<file path="src/hw/rtl/spst_pkg.sv">
`timescale 1ns / 1ps

package spst_pkg;

  // Fixed field widths of the item channels
  localparam int unsigned POS_W  = 10;
  localparam int unsigned REND_W = 11;
  localparam int unsigned VAL_W  = 16;
  localparam int unsigned SIGN_W = 2;

  typedef logic signed [SIGN_W-1:0] sign_t;

  localparam sign_t SIGN_POS  = 2'sb01;
  localparam sign_t SIGN_NEG  = 2'sb11;
  localparam sign_t SIGN_ZERO = 2'sb00;

  typedef enum logic {
    OP_SET   = 1'b0,
    OP_QUERY = 1'b1
  } op_e;

  typedef enum logic [2:0] {
    ST_CLEAR,
    ST_IDLE,
    ST_SET_LEAF,
    ST_SET_UP,
    ST_Q_WALK,
    ST_Q_EMIT
  } state_e;

  typedef struct packed {
    logic clr;
    logic load;
    logic set_leaf;
    logic set_up;
    logic q_walk;
    logic emit;
  } cmd_t;

  typedef struct packed {
    logic clr_last;
    logic is_query;
    logic set_skip;
    logic node_root;
    logic q_done;
  } status_t;

  function automatic sign_t sign_mul(sign_t a, sign_t b);
    sign_t r;
    if (a == SIGN_ZERO || b == SIGN_ZERO) begin
      r = SIGN_ZERO;
    end else if (a[1] ^ b[1]) begin
      r = SIGN_NEG;
    end else begin
      r = SIGN_POS;
    end
    return r;
  endfunction

  function automatic sign_t sign_of(logic signed [VAL_W-1:0] v);
    sign_t r;
    if (v[VAL_W-1]) begin
      r = SIGN_NEG;
    end else if (v != '0) begin
      r = SIGN_POS;
    end else begin
      r = SIGN_ZERO;
    end
    return r;
  endfunction

endpackage

</file>
<file path="src/hw/rtl/spst_ctrl.sv">
`timescale 1ns / 1ps

module spst_ctrl (
  input  logic              clk_i,
  input  logic              rst_ni,
  input  logic              in_valid_i,
  output logic              in_ready_o,
  output logic              out_valid_o,
  input  logic              out_ready_i,
  input  spst_pkg::status_t status_i,
  output spst_pkg::cmd_t    cmd_o
);

  import spst_pkg::*;

  state_e state_q, state_d;
  logic   out_valid_q, out_valid_d;

  always_ff @(posedge clk_i or negedge rst_ni) begin
    if (!rst_ni) begin
      state_q     <= ST_CLEAR;
      out_valid_q <= 1'b0;
    end else begin
      state_q     <= state_d;
      out_valid_q <= out_valid_d;
    end
  end

  always_comb begin
    state_d     = state_q;
    cmd_o       = '0;
    in_ready_o  = 1'b0;
    out_valid_d = out_valid_q && !out_ready_i;

    case (state_q)
      ST_CLEAR: begin
        cmd_o.clr = 1'b1;
        if (status_i.clr_last) begin
          state_d = ST_IDLE;
        end
      end
      ST_IDLE: begin
        in_ready_o = 1'b1;
        if (in_valid_i) begin
          cmd_o.load = 1'b1;
          if (status_i.is_query) begin
            state_d = ST_Q_WALK;
          end else if (!status_i.set_skip) begin
            state_d = ST_SET_LEAF;
          end
        end
      end
      ST_SET_LEAF: begin
        cmd_o.set_leaf = 1'b1;
        state_d        = ST_SET_UP;
      end
      ST_SET_UP: begin
        cmd_o.set_up = 1'b1;
        if (status_i.node_root) begin
          state_d = ST_IDLE;
        end
      end
      ST_Q_WALK: begin
        cmd_o.q_walk = 1'b1;
        if (status_i.q_done) begin
          state_d = ST_Q_EMIT;
        end
      end
      ST_Q_EMIT: begin
        if (!out_valid_q || out_ready_i) begin
          cmd_o.emit  = 1'b1;
          out_valid_d = 1'b1;
          state_d     = ST_IDLE;
        end
      end
      default: begin
        state_d = ST_CLEAR;
      end
    endcase
  end

  assign out_valid_o = out_valid_q;

endmodule

</file>
<file path="config.mk">
export PLATFORM = sky130hd
export DESIGN_NAME = spst_ctrl
export DESIGN_NICKNAME = d
export VERILOG_FILES = /design/src/hw/rtl/spst_pkg.sv /design/src/hw/rtl/spst_ctrl.sv
export SDC_FILE = /design/constraint.sdc
export NUM_CORES = 1
export LEC_CHECK = 0
export BUFFER_PORTS_ARGS = -buffer_cell sky130_fd_sc_hd__buf_2
export CELL_PAD_IN_SITES_DETAIL_PLACEMENT = 1
export CELL_PAD_IN_SITES_GLOBAL_PLACEMENT = 2
export CORE_AREA = 2 2 40 42
export CTS_BUF_LIST = sky130_fd_sc_hd__clkbuf_4 sky130_fd_sc_hd__clkbuf_8 sky130_fd_sc_hd__clkbuf_16
export DETAILED_ROUTE_END_ITERATION = 10
export DIE_AREA = 0 0 42 44
export HOLD_SLACK_MARGIN = 0.12
export PLACE_DENSITY_LB_ADDON = 0.1
export SLEW_MARGIN = 10
export SYNTH_ARGS = -nofsm -noshare
export SYNTH_HDL_FRONTEND = slang
export SYNTH_SLANG_ARGS = --single-unit
</file>
<file path="constraint.sdc">
create_clock -name clk_i -period 2.6 [get_ports clk_i]
set_input_delay 0.13 -clock clk_i [delete_from_list [all_inputs] [get_ports clk_i]]
set_output_delay 0.13 -clock clk_i [all_outputs]
set_load 0.005 [all_outputs]
</file>
==> flow_summary.json, run 1 <==
{
  "final_cell_mix": "16 x buf_2, 4 x dfrtp_1, 3 x nor3b_1, 3 x nor2_1, 3 x clkbuf_4",
  "cp_slowest_cell": "dfrtp_1",
  "postSynthAreaPerCell_um2": 9.92,
  "power_mw": 0.380,
  "grt_pass1_vias": 306,
  "timing.critical_path.required_ns": 2.47,
  "hold_slack_ns": 0.193,
  "switchingPower_mw": 0.148,
  "pwr-share-clk_pct": 20.3,
  "grt_max_degree": 14,
  "crit_chain": "nor4bb_4 > buf_2",
  "maxSlewHeadroom_pct": 72.2,
  "dp_hpwl_um": 560,
  "setup_tns_ns": 0,
  "wirelength_um": 721,
  "die_area_um2": 1850,
  "n_antenna_cell": 0,
  "fillers": 167,
  "clock_latency_ns": 0.24,
  "die_h_um": 44,
  "place.gp.congestion": 0.684,
  "die_x_um": 42,
  "hp-class": "input port to flip-flop",
  "clk_path_buf_depth": 2,
  "final_hold_viol_count": 0,
  "p_int_mw": 0.232,
  "switching_share_pct": 39.0,
  "fin_cells": 62,
  "first_pass_iters": 4,
  "initial_core_util_pct": 20.3,
  "end_kind": "primary output",
  "outcome": "completed",
  "peakVddDrop_mv": 0.247,
  "max_stage_delay_ns": 0.51,
  "vias_per_cell": 4.37,
  "globalRouteTotalUtil_pct": 9.57,
  "drv.max_cap_violation_count": 0,
  "num_io_pins": 17,
  "leakage_nw": 0.195,
  "wl_per_cell_um": 11.6,
  "drtIter0Drc": 3,
  "grt_pass1_wl_um": 1280,
  "pre_cts_ws_ns": 1.41,
  "power.share.sequential_pct": 38.3,
  "design_area_um2": 387,
  "syn_area_um2": 288,
  "cts_buffers": 3,
  "fin_util_pct": 27.2,
  "combPwrFrac_pct": 41.4,
  "ant_nets": 0,
  "clk_pin_slew_ns": 0.04,
  "startpoint_type": "flip-flop",
  "critPathKind": "flip-flop to primary output",
  "place_area_um2": 354,
  "drive_above_1_share_pct": 45.7,
  "fin_skew_ns": 0.00397,
  "clock-sinks": 4,
  "synth-seq-cells": 4,
  "final_common_cell": "buf_2",
  "cts_root_buffer": "clkbuf_4",
  "coreArea_um2": 1420,
  "cts_max_level": 1,
  "overflow": 0,
  "cp.arrival_ns": 1.28,
  "layout_setup_ws_ns": 1.19,
  "rsz0062_at_grt": "no",
  "min_period_ns": 1.41,
  "max_freq_ghz": 0.707,
  "synth_cell_type_count": 18,
  "power_per_cell_area_nw_per_um2": 983,
  "fin_crit_sh_pct": 54.4,
  "io_buffers": 16,
  "setup_viol": 0,
  "layout.nets": 57,
  "slew_viol_final": 0,
  "yosysWarnings": 0,
  "rows": 14,
  "cts_tree": "done",
  "syn_nets": 38,
  "worstMarginPinSlew_ns": 0.418,
  "vias": 271,
  "syn2layout_area_growth_pct": 34.3,
  "crit_fanout": 11,
  "drc": 0,
  "post-cts-setup-buffer-count": 0,
  "dp.cells": 58,
  "antenna_found_initial": 0,
  "seq_area_frac_synth_pct": 34.8,
  "synthCells": 29
}
## worst max-delay path: cells and delay by family (launching register included)
family        cells  cell delay [ns]
buf+inv           1             0.17
simple gates      1             0.37
flops             1             0.51
## synthesized netlist by cell type
cell | instances | area, µm²
nor3b_1 | 3 | 22.5
nand2_1 | 1 | 3.75
nor3_1 | 2 | 10.0
o31ai_1 | 1 | 7.51
a222oi_1 | 1 | 10.0
nand3b_1 | 1 | 7.51
nor2b_1 | 1 | 6.26
nand4b_1 | 1 | 8.76
inv_2 | 1 | 3.75
nand2b_1 | 2 | 12.5
a22oi_1 | 1 | 7.51
a21oi_1 | 1 | 5.00
nor2_1 | 3 | 11.3
o21ai_1 | 1 | 5.00
dfrtp_1 | 4 | 100
buf_6 | 3 | 33.8
nor4bb_4 | 1 | 25.0
or2b_1 | 1 | 7.51
## layer usage
layer	vias up	global-route usage [%]	routed length [µm]
met1	120	10.8	330
met5	-	0	0
met2	14	15.0	324
li1	137	-	-
met4	0	5.81	0
met3	0	4.17	65
## sequential cells by signal (all words and copies together), names as in the netlist
name and cells:
state_q 3, out_valid_o 1
## worst paths after layout
| check | cells after the start | slack (ns) | start | to |
|---|---|---|---|---|
| max reg2reg | 3 | 1.42 | state_q[2] | state_q[0] |
| min reg2reg | 1 | 0.69 | state_q[1] | state_q[2] |
| max in group asynchronous | 2 | 2.25 | rst_ni | state_q[2] |
| max | 2 | 1.19 | state_q[1] | cmd_o[4] |
| min in group asynchronous | 2 | 0.23 | rst_ni | state_q[1] |
| min | 3 | 0.19 | status_i[2] | state_q[0] |
## cells by family after synthesis
kind of cell	count (synthesis)	share of synthesized area, %
compound gates	5	12.2
buf+inv	4	13.0
flops	4	34.8
simple gates	16	40.0
## area by class of cell
type	instances	area [µm²]	share of cell area, %
multi-input combinational	21	150	38.8
sequential	4	100	25.9
timing repair buffer	17	90.1	23.3
clock buffer	3	22.5	5.83
tap	16	20.0	5.18
inverter	1	3.75	0.971
## power by group through the flow
stage	sequential [mW]	clock (mW)	combinational, mW
final	0.146	0.0770	0.157
after global routing	0.156	0.0830	0.179
after CTS	0.147	0.0820	0.161
after detailed placement	0.148	0	0.159
after global placement	0.144	0	0.158
after floorplan	0.107	0	0.163
## timing repair
action | in CTS | in global routing
gates resized for setup | 0 | 0
endpoints found under the hold margin | 4 | 0
hold buffers | 1 | 0
Power figures use the tool's default switching activity.
==> inputs of run 2 (changes only) <==
--- a/config.mk
+++ b/config.mk
@@ -8,10 +8,10 @@
 export BUFFER_PORTS_ARGS = -buffer_cell sky130_fd_sc_hd__buf_2
 export CELL_PAD_IN_SITES_DETAIL_PLACEMENT = 1
 export CELL_PAD_IN_SITES_GLOBAL_PLACEMENT = 2
-export CORE_AREA = 2 2 40 42
+export CORE_AREA = 2 2 42 44
 export CTS_BUF_LIST = sky130_fd_sc_hd__clkbuf_4 sky130_fd_sc_hd__clkbuf_8 sky130_fd_sc_hd__clkbuf_16
 export DETAILED_ROUTE_END_ITERATION = 10
-export DIE_AREA = 0 0 42 44
+export DIE_AREA = 0 0 44 46
 export HOLD_SLACK_MARGIN = 0.12
 export PLACE_DENSITY_LB_ADDON = 0.1
 export SLEW_MARGIN = 10
==> constraint.sdc (replaced) <==
create_clock -name clk_i -period 1.3 [get_ports clk_i]
set_input_delay 0.065 -clock clk_i [delete_from_list [all_inputs] [get_ports clk_i]]
set_output_delay 0.065 -clock clk_i [all_outputs]
set_load 0.005 [all_outputs]
==> run 2 against run 1 <==
  * Combinational power rose to 3.0 times the previous value
  * Sequential power rose by 84%
  * Count of clock-buffer cells in the layout did not move
  * Die area rose by 9.5%
  * Total power rose by 130%
  * Setup slack got worse by 1.1 ns
  * Non-clock buffer count rose by 7
  * Global-route usage fell by 0.95 points
  * Utilization rose by 0.12 points
  * Flip-flop and latch count did not move
  * Register-to-register slack got worse by 1.3 ns
  * Clock skew barely moved
  * Critical path type unchanged
  * Critical endpoint unchanged
  * Largest power group unchanged
  * Highest routed layer unchanged
==> flow_summary.json, run 2 (synthesis gave the netlist of run 1 again) <==
{
  "n_antenna_cell": 0,
  "wirelength_um": 816,
  "power_mw": 0.890,
  "leakage_nw": 0.227,
  "dp_hpwl_um": 574,
  "final_hold_viol_count": 0,
  "worstMarginPinSlew_ns": 0.257,
  "drtIter0Drc": 11,
  "cts_buffers": 3,
  "layout_setup_ws_ns": 0.0596,
  "antenna_found_initial": 0,
  "cts_tree": "done",
  "vias": 290,
  "crit_chain": "nor4bb_4 > buf_2",
  "die_area_um2": 2020,
  "switchingPower_mw": 0.325,
  "max_freq_ghz": 0.806,
  "maxSlewHeadroom_pct": 82.9,
  "cp.arrival_ns": 1.18,
  "timing.critical_path.required_ns": 1.24,
  "cp.buffers_inverters": 1,
  "io_buffers": 16,
  "die_x_um": 44,
  "cts_root_buffer": "clkbuf_4",
  "die_h_um": 46,
  "top_register": "state_q",
  "clock_latency_ns": 0.23,
  "power.share.sequential_pct": 30.3,
  "drive_above_1_share_pct": 58.5,
  "dp.cells": 59,
  "outcome": "completed",
  "startpoint_type": "flip-flop",
  "pre_cts_ws_ns": 0.103,
  "rsz0062_at_grt": "yes",
  "syn2layout_area_growth_pct": 53.5,
  "grt_pass1_wl_um": 1210,
  "place_area_um2": 355,
  "fin_skew_ns": 0.00446,
  "max_stage_delay_ns": 0.45,
  "crit_fanout": 6,
  "setup_tns_ns": 0,
  "cts_max_level": 1,
  "critPathKind": "flip-flop to primary output",
  "pwr-share-clk_pct": 17.3,
  "clk_path_buf_depth": 2,
  "place.gp.congestion": 0.747,
  "coreArea_um2": 1610,
  "drc": 0,
  "first_pass_iters": 4,
  "combPwrFrac_pct": 52.4,
  "ant_nets": 0,
  "design_area_um2": 442,
  "wl_per_cell_um": 11.7,
  "switching_share_pct": 36.5,
  "clock-sinks": 4,
  "slew_viol_final": 0,
  "drv.max_cap_violation_count": 0,
  "hp-class": "input port to flip-flop",
  "final_cell_mix": "16 x buf_2, 6 x buf_4",
  "cp_slowest_cell": "dfrtp_2",
  "layout.nets": 64,
  "grt_max_degree": 14,
  "fillers": 203,
  "grt_pass1_vias": 289,
  "hold_slack_ns": 0.130,
  "setup_viol": 0,
  "num_io_pins": 17,
  "final_common_cell": "buf_2",
  "power_per_cell_area_nw_per_um2": 2020,
  "fin_crit_sh_pct": 95.4,
  "fin_cells": 70,
  "fin_util_pct": 27.4,
  "clk_pin_slew_ns": 0.04,
  "p_int_mw": 0.565,
  "end_kind": "primary output",
  "rows": 15,
  "largest_reg_flops": 3,
  "globalRouteTotalUtil_pct": 8.63,
  "peakVddDrop_mv": 0.571,
  "vias_per_cell": 4.14,
  "crit_family": "flip-flops",
  "min_period_ns": 1.24,
  "initial_core_util_pct": 17.8,
  "overflow": 0
}
[run 2: routing by layer]
metal	track usage, %	vias to the layer above	share of wire [%]
li1	-	152	-
met1	10.4	125	44
met2	12.4	13	48
met3	5.16	0	8.0
met4	3.64	0	0
met5	0	-	0
[run 2: what timing repair did]
action	in CTS	in global routing
setup buffers	2	5
hold endpoints to repair	4	0
hold buffers	1	0
resized for setup	2	2
pin swaps	0	1
endpoints found under the setup margin	1	2
[run 2: power groups by stage]
| stage | clock network (mW) | registers, mW | logic (mW) |
|---|---|---|---|
| 6_report | 0.154 | 0.269 | 0.466 |
| 5_1_grt | 0.173 | 0.282 | 0.518 |
| 4_1_cts | 0.161 | 0.286 | 0.362 |
| 3_5_place_dp | 0 | 0.294 | 0.318 |
| 3_3_place_gp | 0 | 0.288 | 0.317 |
| 2_1_floorplan | 0 | 0.214 | 0.326 |
[run 2: final cells by class]
| type | count | area (µm²) | share of cell area, % |
|---|---|---|---|
| multi-input cells | 21 | 150 | 34.0 |
| inverters | 1 | 3.75 | 0.850 |
| well taps | 17 | 21.3 | 4.82 |
| clock buffers | 3 | 22.5 | 5.10 |
| repair buffers | 24 | 140 | 31.7 |
| flip-flops and latches | 4 | 104 | 23.5 |
[run 2: path summary, 6_finish.rpt]
check	depth (start not counted)	slack, ns	from	endpoint
min in group asynchronous	2	0.17	rst_ni	out_valid_o
worst max register to register	4	0.15	state_q[2]	state_q[0]
worst min-delay path	3	0.13	status_i[2]	state_q[0]
worst max-delay path	2	0.06	state_q[2]	cmd_o[4]
worst min register to register	1	0.54	state_q[1]	state_q[2]
max in group asynchronous	2	0.99	rst_ni	state_q[0]
[run 2: worst register-to-register path, delay by kind of cell, from the launching register on]
kind            cells  cell delay, ns
flops               1            0.45
buf+inv             1            0.16
simple gates        1            0.15
compound gates      2            0.27
==> inputs of run 3 (changes only) <==
--- a/config.mk
+++ b/config.mk
@@ -8,12 +8,12 @@
 export BUFFER_PORTS_ARGS = -buffer_cell sky130_fd_sc_hd__buf_2
 export CELL_PAD_IN_SITES_DETAIL_PLACEMENT = 1
 export CELL_PAD_IN_SITES_GLOBAL_PLACEMENT = 2
-export CORE_AREA = 2 2 42 44
+export CORE_AREA = 4 4 44 46
 export CTS_BUF_LIST = sky130_fd_sc_hd__clkbuf_4 sky130_fd_sc_hd__clkbuf_8 sky130_fd_sc_hd__clkbuf_16
 export DETAILED_ROUTE_END_ITERATION = 10
-export DIE_AREA = 0 0 44 46
+export DIE_AREA = 0 0 48 50
 export HOLD_SLACK_MARGIN = 0.12
-export PLACE_DENSITY_LB_ADDON = 0.1
+export PLACE_DENSITY = 0.75
 export SLEW_MARGIN = 10
 export SYNTH_ARGS = -nofsm -noshare
 export SYNTH_HDL_FRONTEND = slang
==> run 3 against run 2 <==
  * Cell count decreased by 7.1%
  * Worst hold slack better by 0.0069 ns
  * Utilization rose by 0.71 points
  * Critical path type unchanged
==> flow_summary.json, run 3 (synthesis gave the netlist of run 1 again) <==
{
  "grt_pass1_vias": 264,
  "n_antenna_cell": 0,
  "drc": 0,
  "peakVddDrop_mv": 0.594,
  "clk_pin_slew_ns": 0.04,
  "wl_met3_um": 36,
  "largest_reg_flops": 3,
  "layout.nets": 60,
  "hold_start": "status_i[3]",
  "die_x_um": 48,
  "power.share.sequential_pct": 32.1,
  "place.gp.congestion": 0.742,
  "antenna_found_initial": 0,
  "vias_per_cell": 4.55,
  "syn2layout_area_growth_pct": 47.0,
  "globalRouteTotalUtil_pct": 7.25,
  "power_mw": 0.846,
  "io_buffers": 16,
  "worstMarginPinSlew_ns": 0.287,
  "clock-sinks": 4,
  "coreArea_um2": 1510,
  "power_per_cell_area_nw_per_um2": 2000,
  "wl_per_cell_um": 12.2,
  "place_area_um2": 362,
  "crit_fanout": 7,
  "setup_viol": 0,
  "switching_share_pct": 37.8,
  "rsz0062_at_grt": "yes",
  "regToRegSetupSlack_ns": 0.12,
  "leakage_nw": 0.210,
  "design_area_um2": 423,
  "drive_above_1_share_pct": 59.2,
  "grt_pass1_wl_um": 1190,
  "clock_latency_ns": 0.23,
  "maxSlewHeadroom_pct": 80.7,
  "ant_nets": 0,
  "min_period_ns": 1.27,
  "drt-met1-wl_um": 270,
  "wirelength_um": 791,
  "dr_wl_met2_um": 484,
  "max_freq_ghz": 0.788,
  "layout_setup_ws_ns": 0.0308,
  "die_area_um2": 2400,
  "rr_endpoint": "state_q[0]",
  "dp_hpwl_um": 615,
  "final_cell_mix": "16 x buf_2, 3 x nor2_1, 3 x clkbuf_4, 3 x buf_4, 3 x dfrtp_2",
  "die_h_um": 50,
  "rows": 14,
  "holdPathStages": 3,
  "clk_path_buf_depth": 2,
  "num_io_pins": 17,
  "p_int_mw": 0.526,
  "hp-class": "input port to flip-flop",
  "drv.max_cap_violation_count": 0,
  "vias": 296,
  "hold_slack_ns": 0.137,
  "top_layer_used": "met3",
  "combPwrFrac_pct": 49.9,
  "overflow": 0,
  "startpoint_type": "flip-flop",
  "final_common_cell": "buf_2",
  "pwr-share-clk_pct": 18.0,
  "hold_path_end": "state_q[2]",
  "first_pass_iters": 4,
  "drtIter0Drc": 4,
  "grt_max_degree": 14,
  "switchingPower_mw": 0.320,
  "top_register": "state_q",
  "fin_skew_ns": 0.00202,
  "cts_root_buffer": "clkbuf_4",
  "initial_core_util_pct": 19.1,
  "r2r_cells": 4,
  "pre_cts_ws_ns": 0.114,
  "critPathKind": "flip-flop to primary output",
  "end_kind": "primary output",
  "final_hold_viol_count": 0,
  "slew_viol_final": 0,
  "cts_max_level": 1,
  "r2r_start": "state_q[2]",
  "fin_crit_sh_pct": 97.6,
  "cp.arrival_ns": 1.20,
  "cts_buffers": 3,
  "cts_tree": "done",
  "timing.critical_path.required_ns": 1.24,
  "outcome": "completed"
}
[run 3: metal layers]
layer	GRT usage [%]	up-vias
li1	-	145
met2	10.6	5
met3	4.36	0
met4	2.69	0
met5	0	-
met1	8.44	146
[run 3: area by class of cell]
type,count,area (µm²)
fill,186,1080
multi-input combinational,21,160
timing repair buffer,20,113
sequential,4,104
clock buffer,3,22.5
tap,16,20.0
inverter,1,3.75
[run 3: power groups by stage]
stage	sequential, mW	combinational [mW]	clock (mW)
after detailed placement	0.280	0.353	0
after CTS	0.281	0.357	0.161
after global placement	0.276	0.350	0
after floorplan	0.214	0.326	0
final	0.272	0.422	0.152
after global routing	0.290	0.468	0.169
[run 3: how the worst max path moves through the flow]
stage	from	end	slack, ns	cells after the start
3_5_place_dp	state_q[2]	state_q[0]	0.11	3
4_1_cts	state_q[2]	cmd_o[4]	0.01	2
5_1_grt	state_q[2]	cmd_o[4]	-0.04	2
3_3_place_gp	state_q[2]	state_q[0]	0.14	3
6_report	state_q[2]	cmd_o[4]	0.03	2
2_1_floorplan	state_q[1]	state_q[0]	0.31	2
[run 3: critical path: stages, from the launching register on]
cell and delay, ns:
dfrtp_2 0.46, nor4bb_4 0.34, buf_2 0.18
[run 3: repair_timing]
action | 4_1_cts | 5_1_grt
gates resized for setup | 1 | 4
buffers inserted | 0 | 2
endpoints found under the hold margin | 4 | 0
hold buffers | 1 | 0
pin swaps | 0 | 1
setup endpoints to repair | 2 | 6
[run 3: stage by stage]
step,instances,setup TNS [ns],utilization [%]
after floorplan,29,0,-
after global routing,65,-0.0794,28.1
final,65,0,28.1
after CTS,63,0,26.2
after detailed placement,59,0,24.0
after global placement,59,0,24.0
